[src/rtl/rau_pkg.sv]
// shared constants and controller/datapath interface types of the rational unit
package rau_pkg;

   localparam int VALUE_BITS_DEF = 32;
   localparam int PORT_BITS      = 32;
   localparam int OP_BITS        = 3;
   localparam int STATUS_BITS    = 2;

   localparam logic [OP_BITS-1:0] OP_ADD = 3'd0;
   localparam logic [OP_BITS-1:0] OP_SUB = 3'd1;
   localparam logic [OP_BITS-1:0] OP_MUL = 3'd2;
   localparam logic [OP_BITS-1:0] OP_DIV = 3'd3;
   localparam logic [OP_BITS-1:0] OP_RED = 3'd4;
   localparam logic [OP_BITS-1:0] OP_EQU = 3'd5;

   localparam logic [STATUS_BITS-1:0] ST_OK   = 2'd0;
   localparam logic [STATUS_BITS-1:0] ST_OVF  = 2'd1;
   localparam logic [STATUS_BITS-1:0] ST_DIV0 = 2'd2;

   localparam logic [1:0] MUL_IDX_0 = 2'd0;
   localparam logic [1:0] MUL_IDX_1 = 2'd1;
   localparam logic [1:0] MUL_IDX_2 = 2'd2;

   typedef struct packed {
      logic       load;
      logic       mul_en;
      logic [1:0] mul_idx;
      logic       comb;
      logic       gcd_init;
      logic       gcd_step;
      logic       div_init;
      logic       div_step;
      logic       save_n;
      logic       red_end;
      logic       out_load;
   } cmd_type;

   typedef struct packed {
      logic [OP_BITS-1:0] op;
      logic               err;
      logic               gcd_done;
      logic               div_last;
      logic               pass;
   } sts_type;

endpackage

[src/rtl/rau_datapath.sv]
// operand registers, multiplier, binary gcd, restoring divider and result registers
module rau_datapath #(
   parameter int VALUE_BITS = rau_pkg::VALUE_BITS_DEF
) (
   input  logic                               clock,
   input  rau_pkg::cmd_type                   cmd,
   output rau_pkg::sts_type                   sts,
   input  logic [rau_pkg::OP_BITS-1:0]        req_opcode,
   input  logic                               req_a_sign,
   input  logic [rau_pkg::PORT_BITS-1:0]      req_a_numerator,
   input  logic [rau_pkg::PORT_BITS-1:0]      req_a_denominator,
   input  logic                               req_b_sign,
   input  logic [rau_pkg::PORT_BITS-1:0]      req_b_numerator,
   input  logic [rau_pkg::PORT_BITS-1:0]      req_b_denominator,
   output logic                               rsp_res_sign,
   output logic [rau_pkg::PORT_BITS-1:0]      rsp_res_numerator,
   output logic [rau_pkg::PORT_BITS-1:0]      rsp_res_denominator,
   output logic [rau_pkg::STATUS_BITS-1:0]    rsp_status,
   output logic                               rsp_is_equal
);

   localparam int W  = VALUE_BITS;
   localparam int KW = $clog2(W);
   localparam int PB = rau_pkg::PORT_BITS;

   // operand capture
   logic [W-1:0] an, ad, bn, bd, ad_n, bd_n;
   logic         anz, bnz, op_sub, op_div, ld_err;

   logic [rau_pkg::OP_BITS-1:0] op_ff;
   logic         xs_ff, ys_ff, err_ff, pass_ff;
   logic [W-1:0] xn_ff, xd_ff, yn_ff, yd_ff;

   assign an     = req_a_numerator[W-1:0];
   assign ad     = req_a_denominator[W-1:0];
   assign bn     = req_b_numerator[W-1:0];
   assign bd     = req_b_denominator[W-1:0];
   assign anz    = |an;
   assign bnz    = |bn;
   assign ad_n   = anz ? ad : W'(1);
   assign bd_n   = bnz ? bd : W'(1);
   assign op_sub = (req_opcode == rau_pkg::OP_SUB);
   assign op_div = (req_opcode == rau_pkg::OP_DIV);
   assign ld_err = (req_opcode <= rau_pkg::OP_EQU) &&
                   ((ad_n == '0) || ((req_opcode != rau_pkg::OP_RED) && (bd_n == '0)) ||
                    (op_div && !bnz));

   // multiplier
   logic [W-1:0]   ma, mb;
   logic [2*W-1:0] prod;
   logic [2*W-1:0] p0_ff, p1_ff, p2_ff;
   logic           mulop;

   assign mulop = (op_ff == rau_pkg::OP_MUL) || (op_ff == rau_pkg::OP_DIV);

   always_comb begin
      case (cmd.mul_idx)
         rau_pkg::MUL_IDX_0: begin
            ma = xn_ff;
            mb = mulop ? yn_ff : yd_ff;
         end
         rau_pkg::MUL_IDX_1: begin
            ma = yn_ff;
            mb = xd_ff;
         end
         default: begin
            ma = xd_ff;
            mb = yd_ff;
         end
      endcase
   end

   assign prod = {{W{1'b0}}, ma} * {{W{1'b0}}, mb};

   // combine products into the add or multiply result
   logic         cmb_s, cmb_ovf, eqd, same, ge;
   logic [W-1:0] cmb_n, cmb_d, u, v, den;
   logic [W:0]   sum, dif;

   always_comb begin
      eqd  = (xd_ff == yd_ff);
      same = (xs_ff == ys_ff);
      u    = eqd ? xn_ff : p0_ff[W-1:0];
      v    = eqd ? yn_ff : p1_ff[W-1:0];
      den  = eqd ? xd_ff : p2_ff[W-1:0];
      sum  = {1'b0, u} + {1'b0, v};
      ge   = (u >= v);
      dif  = ge ? ({1'b0, u} - {1'b0, v}) : ({1'b0, v} - {1'b0, u});
      if (mulop) begin
         cmb_ovf = (|p0_ff[2*W-1:W]) || (|p2_ff[2*W-1:W]);
         cmb_s   = xs_ff ^ ys_ff;
         cmb_n   = p0_ff[W-1:0];
         cmb_d   = p2_ff[W-1:0];
      end else begin
         cmb_ovf = (!eqd && ((|p0_ff[2*W-1:W]) || (|p1_ff[2*W-1:W]) ||
                             (|p2_ff[2*W-1:W]))) || (same && sum[W]);
         cmb_s   = same ? xs_ff : (ge ? xs_ff : ys_ff);
         cmb_n   = same ? sum[W-1:0] : dif[W-1:0];
         cmb_d   = den;
      end
   end

   // binary gcd
   logic [W-1:0]  gx_ff, gy_ff, gx_in, gy_in, g_val;
   logic [KW-1:0] gk_ff, gk_in;

   always_comb begin
      gx_in = gx_ff;
      gy_in = gy_ff;
      gk_in = gk_ff;
      if (!gx_ff[0] && !gy_ff[0]) begin
         gx_in = gx_ff >> 1;
         gy_in = gy_ff >> 1;
         gk_in = gk_ff + KW'(1);
      end else if (!gx_ff[0]) begin
         gx_in = gx_ff >> 1;
      end else if (!gy_ff[0]) begin
         gy_in = gy_ff >> 1;
      end else if (gx_ff >= gy_ff) begin
         gx_in = gx_ff - gy_ff;
      end else begin
         gy_in = gy_ff - gx_ff;
      end
   end

   assign g_val = (gx_ff | gy_ff) << gk_ff;

   // restoring divider, one quotient bit per cycle
   logic [W-1:0]  dv_q_ff, dv_r_ff, g_ff, dv_r_in, rn_ff, ea_n_ff, ea_d_ff;
   logic [KW-1:0] dv_cnt_ff;
   logic [W:0]    rr, rsub;
   logic          dge;

   assign rr      = {dv_r_ff, dv_q_ff[W-1]};
   assign rsub    = rr - {1'b0, g_ff};
   assign dge     = (rr >= {1'b0, g_ff});
   assign dv_r_in = dge ? rsub[W-1:0] : rr[W-1:0];

   // result and output registers
   logic                            rs_ff, req_ff, o_s_ff, o_eq_ff;
   logic [W-1:0]                    rn_res_ff, rd_res_ff, o_n_ff, o_d_ff;
   logic [rau_pkg::STATUS_BITS-1:0] st_ff, o_st_ff;

   always_ff @(posedge clock) begin
      if (cmd.load) begin
         op_ff     <= req_opcode;
         xs_ff     <= anz & req_a_sign;
         xn_ff     <= an;
         xd_ff     <= ad_n;
         ys_ff     <= bnz & (req_b_sign ^ op_sub);
         yn_ff     <= op_div ? bd_n : bn;
         yd_ff     <= op_div ? bn : bd_n;
         err_ff    <= ld_err;
         pass_ff   <= 1'b0;
         rs_ff     <= 1'b0;
         rn_res_ff <= '0;
         rd_res_ff <= W'(1);
         st_ff     <= ld_err ? rau_pkg::ST_DIV0 : rau_pkg::ST_OK;
         req_ff    <= 1'b0;
      end
      if (cmd.mul_en) begin
         case (cmd.mul_idx)
            rau_pkg::MUL_IDX_0: p0_ff <= prod;
            rau_pkg::MUL_IDX_1: p1_ff <= prod;
            default:            p2_ff <= prod;
         endcase
      end
      if (cmd.comb) begin
         if (cmb_ovf) begin
            st_ff <= rau_pkg::ST_OVF;
         end else if (cmb_n != '0) begin
            rs_ff     <= cmb_s;
            rn_res_ff <= cmb_n;
            rd_res_ff <= cmb_d;
         end
      end
      if (cmd.gcd_init) begin
         gx_ff <= pass_ff ? yn_ff : xn_ff;
         gy_ff <= pass_ff ? yd_ff : xd_ff;
         gk_ff <= '0;
      end else if (cmd.gcd_step) begin
         gx_ff <= gx_in;
         gy_ff <= gy_in;
         gk_ff <= gk_in;
      end
      if (cmd.div_init) begin
         dv_q_ff   <= cmd.save_n ? (pass_ff ? yd_ff : xd_ff) : (pass_ff ? yn_ff : xn_ff);
         dv_r_ff   <= '0;
         dv_cnt_ff <= '0;
         g_ff      <= g_val;
      end else if (cmd.div_step) begin
         dv_q_ff   <= {dv_q_ff[W-2:0], dge};
         dv_r_ff   <= dv_r_in;
         dv_cnt_ff <= dv_cnt_ff + KW'(1);
      end
      if (cmd.save_n) begin
         rn_ff <= dv_q_ff;
      end
      if (cmd.red_end) begin
         if (op_ff == rau_pkg::OP_EQU) begin
            if (!pass_ff) begin
               ea_n_ff <= rn_ff;
               ea_d_ff <= dv_q_ff;
               pass_ff <= 1'b1;
            end else begin
               req_ff <= (xs_ff == ys_ff) && (ea_n_ff == rn_ff) && (ea_d_ff == dv_q_ff);
            end
         end else begin
            rs_ff     <= xs_ff;
            rn_res_ff <= rn_ff;
            rd_res_ff <= dv_q_ff;
         end
      end
      if (cmd.out_load) begin
         o_s_ff  <= rs_ff;
         o_n_ff  <= rn_res_ff;
         o_d_ff  <= rd_res_ff;
         o_st_ff <= st_ff;
         o_eq_ff <= req_ff;
      end
   end

   assign sts.op       = op_ff;
   assign sts.err      = err_ff;
   assign sts.gcd_done = (gx_ff == '0) || (gy_ff == '0);
   assign sts.div_last = (dv_cnt_ff == KW'(W - 1));
   assign sts.pass     = pass_ff;

   assign rsp_res_sign        = o_s_ff;
   assign rsp_res_numerator   = PB'(o_n_ff);
   assign rsp_res_denominator = PB'(o_d_ff);
   assign rsp_status          = o_st_ff;
   assign rsp_is_equal        = o_eq_ff;

endmodule

[src/rtl/rau_controller.sv]
// sequencer that steps the datapath through one item and owns both handshakes
module rau_controller (
   input  logic             clock,
   input  logic             reset,
   input  logic             req_valid,
   output logic             req_stall,
   output logic             rsp_valid,
   input  logic             rsp_stall,
   input  rau_pkg::sts_type sts,
   output rau_pkg::cmd_type cmd
);

   typedef enum logic [12:0] {
      S_IDLE   = 13'b0000000000001,
      S_DISP   = 13'b0000000000010,
      S_MUL0   = 13'b0000000000100,
      S_MUL1   = 13'b0000000001000,
      S_MUL2   = 13'b0000000010000,
      S_COMB   = 13'b0000000100000,
      S_GCD    = 13'b0000001000000,
      S_DIVN   = 13'b0000010000000,
      S_D2D    = 13'b0000100000000,
      S_DIVD   = 13'b0001000000000,
      S_REND   = 13'b0010000000000,
      S_REINIT = 13'b0100000000000,
      S_WRITE  = 13'b1000000000000
   } state_type;

   state_type state_ff, state_in;
   logic      rsp_valid_ff, rsp_valid_in;

   always_comb begin
      state_in = state_ff;
      cmd      = '0;
      case (state_ff)
         S_IDLE: begin
            if (req_valid) begin
               cmd.load = 1'b1;
               state_in = S_DISP;
            end
         end
         S_DISP: begin
            if (sts.err) begin
               state_in = S_WRITE;
            end else begin
               case (sts.op)
                  rau_pkg::OP_ADD, rau_pkg::OP_SUB,
                  rau_pkg::OP_MUL, rau_pkg::OP_DIV: state_in = S_MUL0;
                  rau_pkg::OP_RED, rau_pkg::OP_EQU: begin
                     cmd.gcd_init = 1'b1;
                     state_in     = S_GCD;
                  end
                  default: state_in = S_WRITE;
               endcase
            end
         end
         S_MUL0: begin
            cmd.mul_en  = 1'b1;
            cmd.mul_idx = rau_pkg::MUL_IDX_0;
            state_in    = S_MUL1;
         end
         S_MUL1: begin
            cmd.mul_en  = 1'b1;
            cmd.mul_idx = rau_pkg::MUL_IDX_1;
            state_in    = S_MUL2;
         end
         S_MUL2: begin
            cmd.mul_en  = 1'b1;
            cmd.mul_idx = rau_pkg::MUL_IDX_2;
            state_in    = S_COMB;
         end
         S_COMB: begin
            cmd.comb = 1'b1;
            state_in = S_WRITE;
         end
         S_GCD: begin
            if (sts.gcd_done) begin
               cmd.div_init = 1'b1;
               state_in     = S_DIVN;
            end else begin
               cmd.gcd_step = 1'b1;
            end
         end
         S_DIVN: begin
            cmd.div_step = 1'b1;
            if (sts.div_last) begin
               state_in = S_D2D;
            end
         end
         S_D2D: begin
            cmd.save_n   = 1'b1;
            cmd.div_init = 1'b1;
            state_in     = S_DIVD;
         end
         S_DIVD: begin
            cmd.div_step = 1'b1;
            if (sts.div_last) begin
               state_in = S_REND;
            end
         end
         S_REND: begin
            cmd.red_end = 1'b1;
            if ((sts.op == rau_pkg::OP_EQU) && !sts.pass) begin
               state_in = S_REINIT;
            end else begin
               state_in = S_WRITE;
            end
         end
         S_REINIT: begin
            cmd.gcd_init = 1'b1;
            state_in     = S_GCD;
         end
         S_WRITE: begin
            if (!rsp_valid_ff || !rsp_stall) begin
               cmd.out_load = 1'b1;
               state_in     = S_IDLE;
            end
         end
         default: state_in = S_IDLE;
      endcase
   end

   assign rsp_valid_in = cmd.out_load | (rsp_valid_ff & rsp_stall);

   always_ff @(posedge clock) begin
      if (reset) begin
         state_ff     <= S_IDLE;
         rsp_valid_ff <= 1'b0;
      end else begin
         state_ff     <= state_in;
         rsp_valid_ff <= rsp_valid_in;
      end
   end

   assign req_stall = (state_ff != S_IDLE);
   assign rsp_valid = rsp_valid_ff;

endmodule

[src/rtl/rational_arithmetic_unit.sv]
// top level of the rational arithmetic unit: controller plus datapath
// Sign-magnitude rational unit: add, subtract, multiply, divide, reduce and
// equality on operands of VALUE_BITS-bit numerator and denominator, one result
// beat per request beat. One item is in flight at a time; the next request is
// taken once the result sits in the output register, even while that beat is
// still stalled. Add, subtract, multiply and divide make three passes through
// the single VALUE_BITS x VALUE_BITS multiplier, then a combine step. Reduce
// runs a binary gcd (one shift or subtract per cycle) and then two passes
// through the restoring divider; equal does that for both operands.
// Errors found at capture (zero denominator, zero divisor) skip straight to
// the output. No clearing pass or memory is involved.
module rational_arithmetic_unit #(
   parameter int VALUE_BITS = rau_pkg::VALUE_BITS_DEF
) (
   input  logic                             clock,
   input  logic                             reset,
   // request channel
   input  logic                             req_valid,
   output logic                             req_stall,
   input  logic [rau_pkg::OP_BITS-1:0]      req_opcode,
   input  logic                             req_a_sign,
   input  logic [rau_pkg::PORT_BITS-1:0]    req_a_numerator,
   input  logic [rau_pkg::PORT_BITS-1:0]    req_a_denominator,
   input  logic                             req_b_sign,
   input  logic [rau_pkg::PORT_BITS-1:0]    req_b_numerator,
   input  logic [rau_pkg::PORT_BITS-1:0]    req_b_denominator,
   // response channel
   output logic                             rsp_valid,
   input  logic                             rsp_stall,
   output logic                             rsp_res_sign,
   output logic [rau_pkg::PORT_BITS-1:0]    rsp_res_numerator,
   output logic [rau_pkg::PORT_BITS-1:0]    rsp_res_denominator,
   output logic [rau_pkg::STATUS_BITS-1:0]  rsp_status,
   output logic                             rsp_is_equal
);

   // command and status between sequencer and datapath
   rau_pkg::cmd_type cmd;
   rau_pkg::sts_type sts;

   // sequencer: handshakes and step order
   rau_controller u_ctrl (
      .clock     (clock),
      .reset     (reset),
      .req_valid (req_valid),
      .req_stall (req_stall),
      .rsp_valid (rsp_valid),
      .rsp_stall (rsp_stall),
      .sts       (sts),
      .cmd       (cmd)
   );

   // datapath: operands, multiplier, gcd, divider, result beat
   rau_datapath #(
      .VALUE_BITS (VALUE_BITS)
   ) u_dp (
      .clock               (clock),
      .cmd                 (cmd),
      .sts                 (sts),
      .req_opcode          (req_opcode),
      .req_a_sign          (req_a_sign),
      .req_a_numerator     (req_a_numerator),
      .req_a_denominator   (req_a_denominator),
      .req_b_sign          (req_b_sign),
      .req_b_numerator     (req_b_numerator),
      .req_b_denominator   (req_b_denominator),
      .rsp_res_sign        (rsp_res_sign),
      .rsp_res_numerator   (rsp_res_numerator),
      .rsp_res_denominator (rsp_res_denominator),
      .rsp_status          (rsp_status),
      .rsp_is_equal        (rsp_is_equal)
   );

endmodule

[config.mk]
export PLATFORM = sky130hd
export DESIGN_NAME = rational_arithmetic_unit
export DESIGN_NICKNAME = d
export VERILOG_FILES = /design/src/rtl/rau_pkg.sv /design/src/rtl/rau_datapath.sv /design/src/rtl/rau_controller.sv /design/src/rtl/rational_arithmetic_unit.sv
export SDC_FILE = /design/constraint.sdc
export NUM_CORES = 2
export LEC_CHECK = 0
export ABC_AREA = 1
export BUFFER_PORTS_ARGS = -buffer_cell sky130_fd_sc_hd__buf_2
export CORE_MARGIN = 2
export CORE_UTILIZATION = 60
export CTS_BUF_LIST = sky130_fd_sc_hd__clkbuf_8
export CTS_CLUSTER_DIAMETER = 200
export DETAILED_ROUTE_END_ITERATION = 8
export PLACE_DENSITY = 0.8
export SLEW_MARGIN = 10
export SYNTH_ARGS = -nofsm -noshare
export SYNTH_HDL_FRONTEND = slang
export SYNTH_SLANG_ARGS = --single-unit
[constraint.sdc]
create_clock -name clock -period 9.7 [get_ports clock]
set_input_delay 0.485 -clock clock [delete_from_list [all_inputs] [get_ports clock]]
set_output_delay 0.485 -clock clock [all_outputs]
set_load 0.01 [all_outputs]
==> qor.yml <==
clock-root-buffer: "clkbuf_8"
cpPeakStageDelay_ps: 740
wl_per_cell_um: 27.6
hold_path.class: "in2reg"
vias: 75882
grt_usage: 0.495
endpoint_kind: "register"
num_rows: 134
wl_met3_mm: 42.6
place_area_um2: 84600
ff2ff_path_depth: 34
hold_start: "req_b_denominator[27]"
clk_latency_ps: 910
critPathKind: "reg2reg"
areaGrowthSynthToFinish_pct: 9.67
violations: "DRC"
viasPerCell: 6.17
max_slew.worst_pin.slew_ps: 1330
num_io_pins: 207
gp_congestion: 1.16
synth.most_common_cell: "nand2_1"
synth-simple-area-share: 0.199
post_route_cells_drive_above_1_share: 0.0845
first_global_vias: 75478
path_clk_slew_ps: 70
die_x_um: 371
slowest_stage: "fa_1"
cp.required_ps: 10370
path_buf_inv: 10
first_pass_iters: 9
worstSetupStartpointType: "register"
grt_max_degree: 130
core_um2: 133000
ys_seq_elements: 743
antenna_found_initial: 31
yosysWarnings: 0
finalNetCount: 11915
netlist_area_um2: 80700
synth_flop_cell: "edfxtp_1"
grt_overflow: 0
layout.cells.non_filler: 12294
wl_mm: 339
ys_top_cells_by_count: "nand2_1 (2102), inv_1 (1942), nor2_1 (1137)"
drt-initial-drc-count: 10535
hpwl_mm: 270
max_cap_violations: 0
synth_top_area_cell: "edfxtp_1"
yosysUniqueCellTypes: 63
placedCellCount: 11932
die_h_um: 371
synthAdderAreaFrac: 0.300
clock_sinks: 743
critPathTopFamily: "adder cells"
period_minus_slack_ps: 9520
finClkSkew_ps: 96.9
htreeDepth: 3
synth_xor_xnor_area_share: 0.0262
grt_pass1_wl_mm: 492
ant_nets: 0
status: "complete, but fails checks"
initial_core_util: 0.604
synth_compound_area_frac: 0.0976
ys_async_sr_fraction: 0
synth_top_family_by_area: "adder cells"
slew_violations: 0
cts_tree: "built"
syn-num-nets: 11632
period_share: 0.981
cpMostUsedCell: "fa_1"
multiInputGateArea_um2: 50800
wl_met2_mm: 146
syn_inst: 10105
fin_area_um2: 88500
die_area_um2: 137000
r2r-end: "u_dp.p1_ff[53]"
synthTopCellsByArea: "edfxtp_1 (23%), fa_1 (22%), nand2_1 (9.8%)"
nFillCells: 11193
top_layer_used: "met5"
portBuffers: 206
clock_path_buffers: 3
synth_edf_count: 618
rsz0062_at_grt: "yes"
synth_top_area_share: 0.230
hold_depth: 3
numCtsBuffers: 120
synth_mux_area_frac: 0.00261
regArea_um2: 21100
min_to: "u_dp.yd_ff[27]"
arrival_ps: 10190
crit_fanout: 12
hold_viol: 0
syn_avg_cell_area_um2: 7.98
finalSetupViolations: 0
max_freq_mhz: 105
met1Wirelength_mm: 111
yosysSeqAreaShare: 0.261
r2r-start: "u_ctrl.state_ff[6]"
relSlewSlack: 0.103
rrSetupSlack_ps: 180
remaining_drc_errors: 1
## placed cells by master (no fill, tap or decap), types with 258 or more instances in the layout
| cell | instances |
|---|---|
| nand2_1 | 2097 |
| inv_1 | 1960 |
| nor2_1 | 1127 |
| fa_1 | 897 |
| edfxtp_1 | 618 |
| o21ai_0 | 600 |
| ha_1 | 485 |
| a21oi_1 | 442 |
| nand3_1 | 346 |
| buf_4 | 258 |
## how the worst max path moves through the flow
stage                           endpoint               start  depth (start not counted)  slack [ps]
after floorplan           u_dp.p0_ff[60]  u_ctrl.state_ff[6]                         34         600
after global placement    u_dp.p1_ff[59]  u_ctrl.state_ff[6]                         37         -60
after detailed placement  u_dp.p2_ff[62]  u_ctrl.state_ff[6]                         35         -20
after CTS                 u_dp.p1_ff[59]  u_ctrl.state_ff[6]                         36         0.4
after global routing      u_dp.p1_ff[62]  u_ctrl.state_ff[6]                         36        -180
final                     u_dp.p1_ff[53]  u_ctrl.state_ff[6]                         34         180
## state kept, by name, indices dropped and copies added (netlist names), 3 cells and up
name and flops:
u_dp.p0_ff 64, u_dp.p1_ff 64, u_dp.p2_ff 64, u_dp.dv_q_ff 32, u_dp.dv_r_ff 32, u_dp.ea_d_ff 32
u_dp.ea_n_ff 32, u_dp.g_ff 32, u_dp.gx_ff 32, u_dp.gy_ff 32, u_dp.rd_res_ff 32, u_dp.rn_ff 32
u_dp.rn_res_ff 32, u_dp.rsp_res_denominator 32, u_dp.rsp_res_numerator 32, u_dp.xd_ff 32, u_dp.xn_ff 32, u_dp.yd_ff 32
u_dp.yn_ff 32, u_ctrl.state_ff 13, u_dp.dv_cnt_ff 5, u_dp.gk_ff 5, u_dp.op_ff 3
## through the flow
stage | TNS [ps] | utilization | hold WS [ps] | setup slack [ps]
5_1_grt | -627 | 0.662 | 47.1 | -180
2_1_floorplan | 0 | - | 408 | 599
3_5_place_dp | -90.2 | 0.634 | 415 | -20.6
6_report | 0 | 0.663 | 35.2 | 184
4_1_cts | 0 | 0.660 | 0.0972 | 0.440
3_3_place_gp | -248 | 0.634 | 414 | -64.5
## tightest hold or removal path, stage by stage
cell and delay (ps):
buf_2 80, nand2_1 100, o21ai_0 150
## what timing repair did
| item | 4_1_cts | 5_1_grt |
|---|---|---|
| endpoints found under the hold margin | 103 | 0 |
| pin swaps | 0 | 1 |
| endpoints found under the setup margin | 6 | 121 |
| buffers inserted | 0 | 15 |
| gates resized for setup | 3 | 58 |
| hold buffers | 86 | 0 |
## cells by family (layout without fill, tap and decap cells)
kind of cell	after synthesis	count (layout)
mux	21	21
simple gates	3919	3919
buf+inv	2397	2788
other cells	0	30
fa+ha+maj	1390	1390
flops	743	743
xor+xnor	241	241
compound gates	1394	1394
## per-layer routing
layer	vias to the layer above	global-route usage
met1	36006	0.564
li1	32320	-
met2	5831	0.744
met4	18	0.466
met5	-	0
met3	1707	0.148
## cell type report
type	instances	area share
multi-input cells	6965	0.575
flip-flops and latches	743	0.238
inverters	1987	0.0845
repair buffers	571	0.0475
well taps	1768	0.0250
clock buffers	127	0.0198
clock inverters	103	0.00970
diodes	30	0.000849
Power is not shown: default switching activity piles up to over one toggle a cycle in this logic, so the estimate is an artifact.
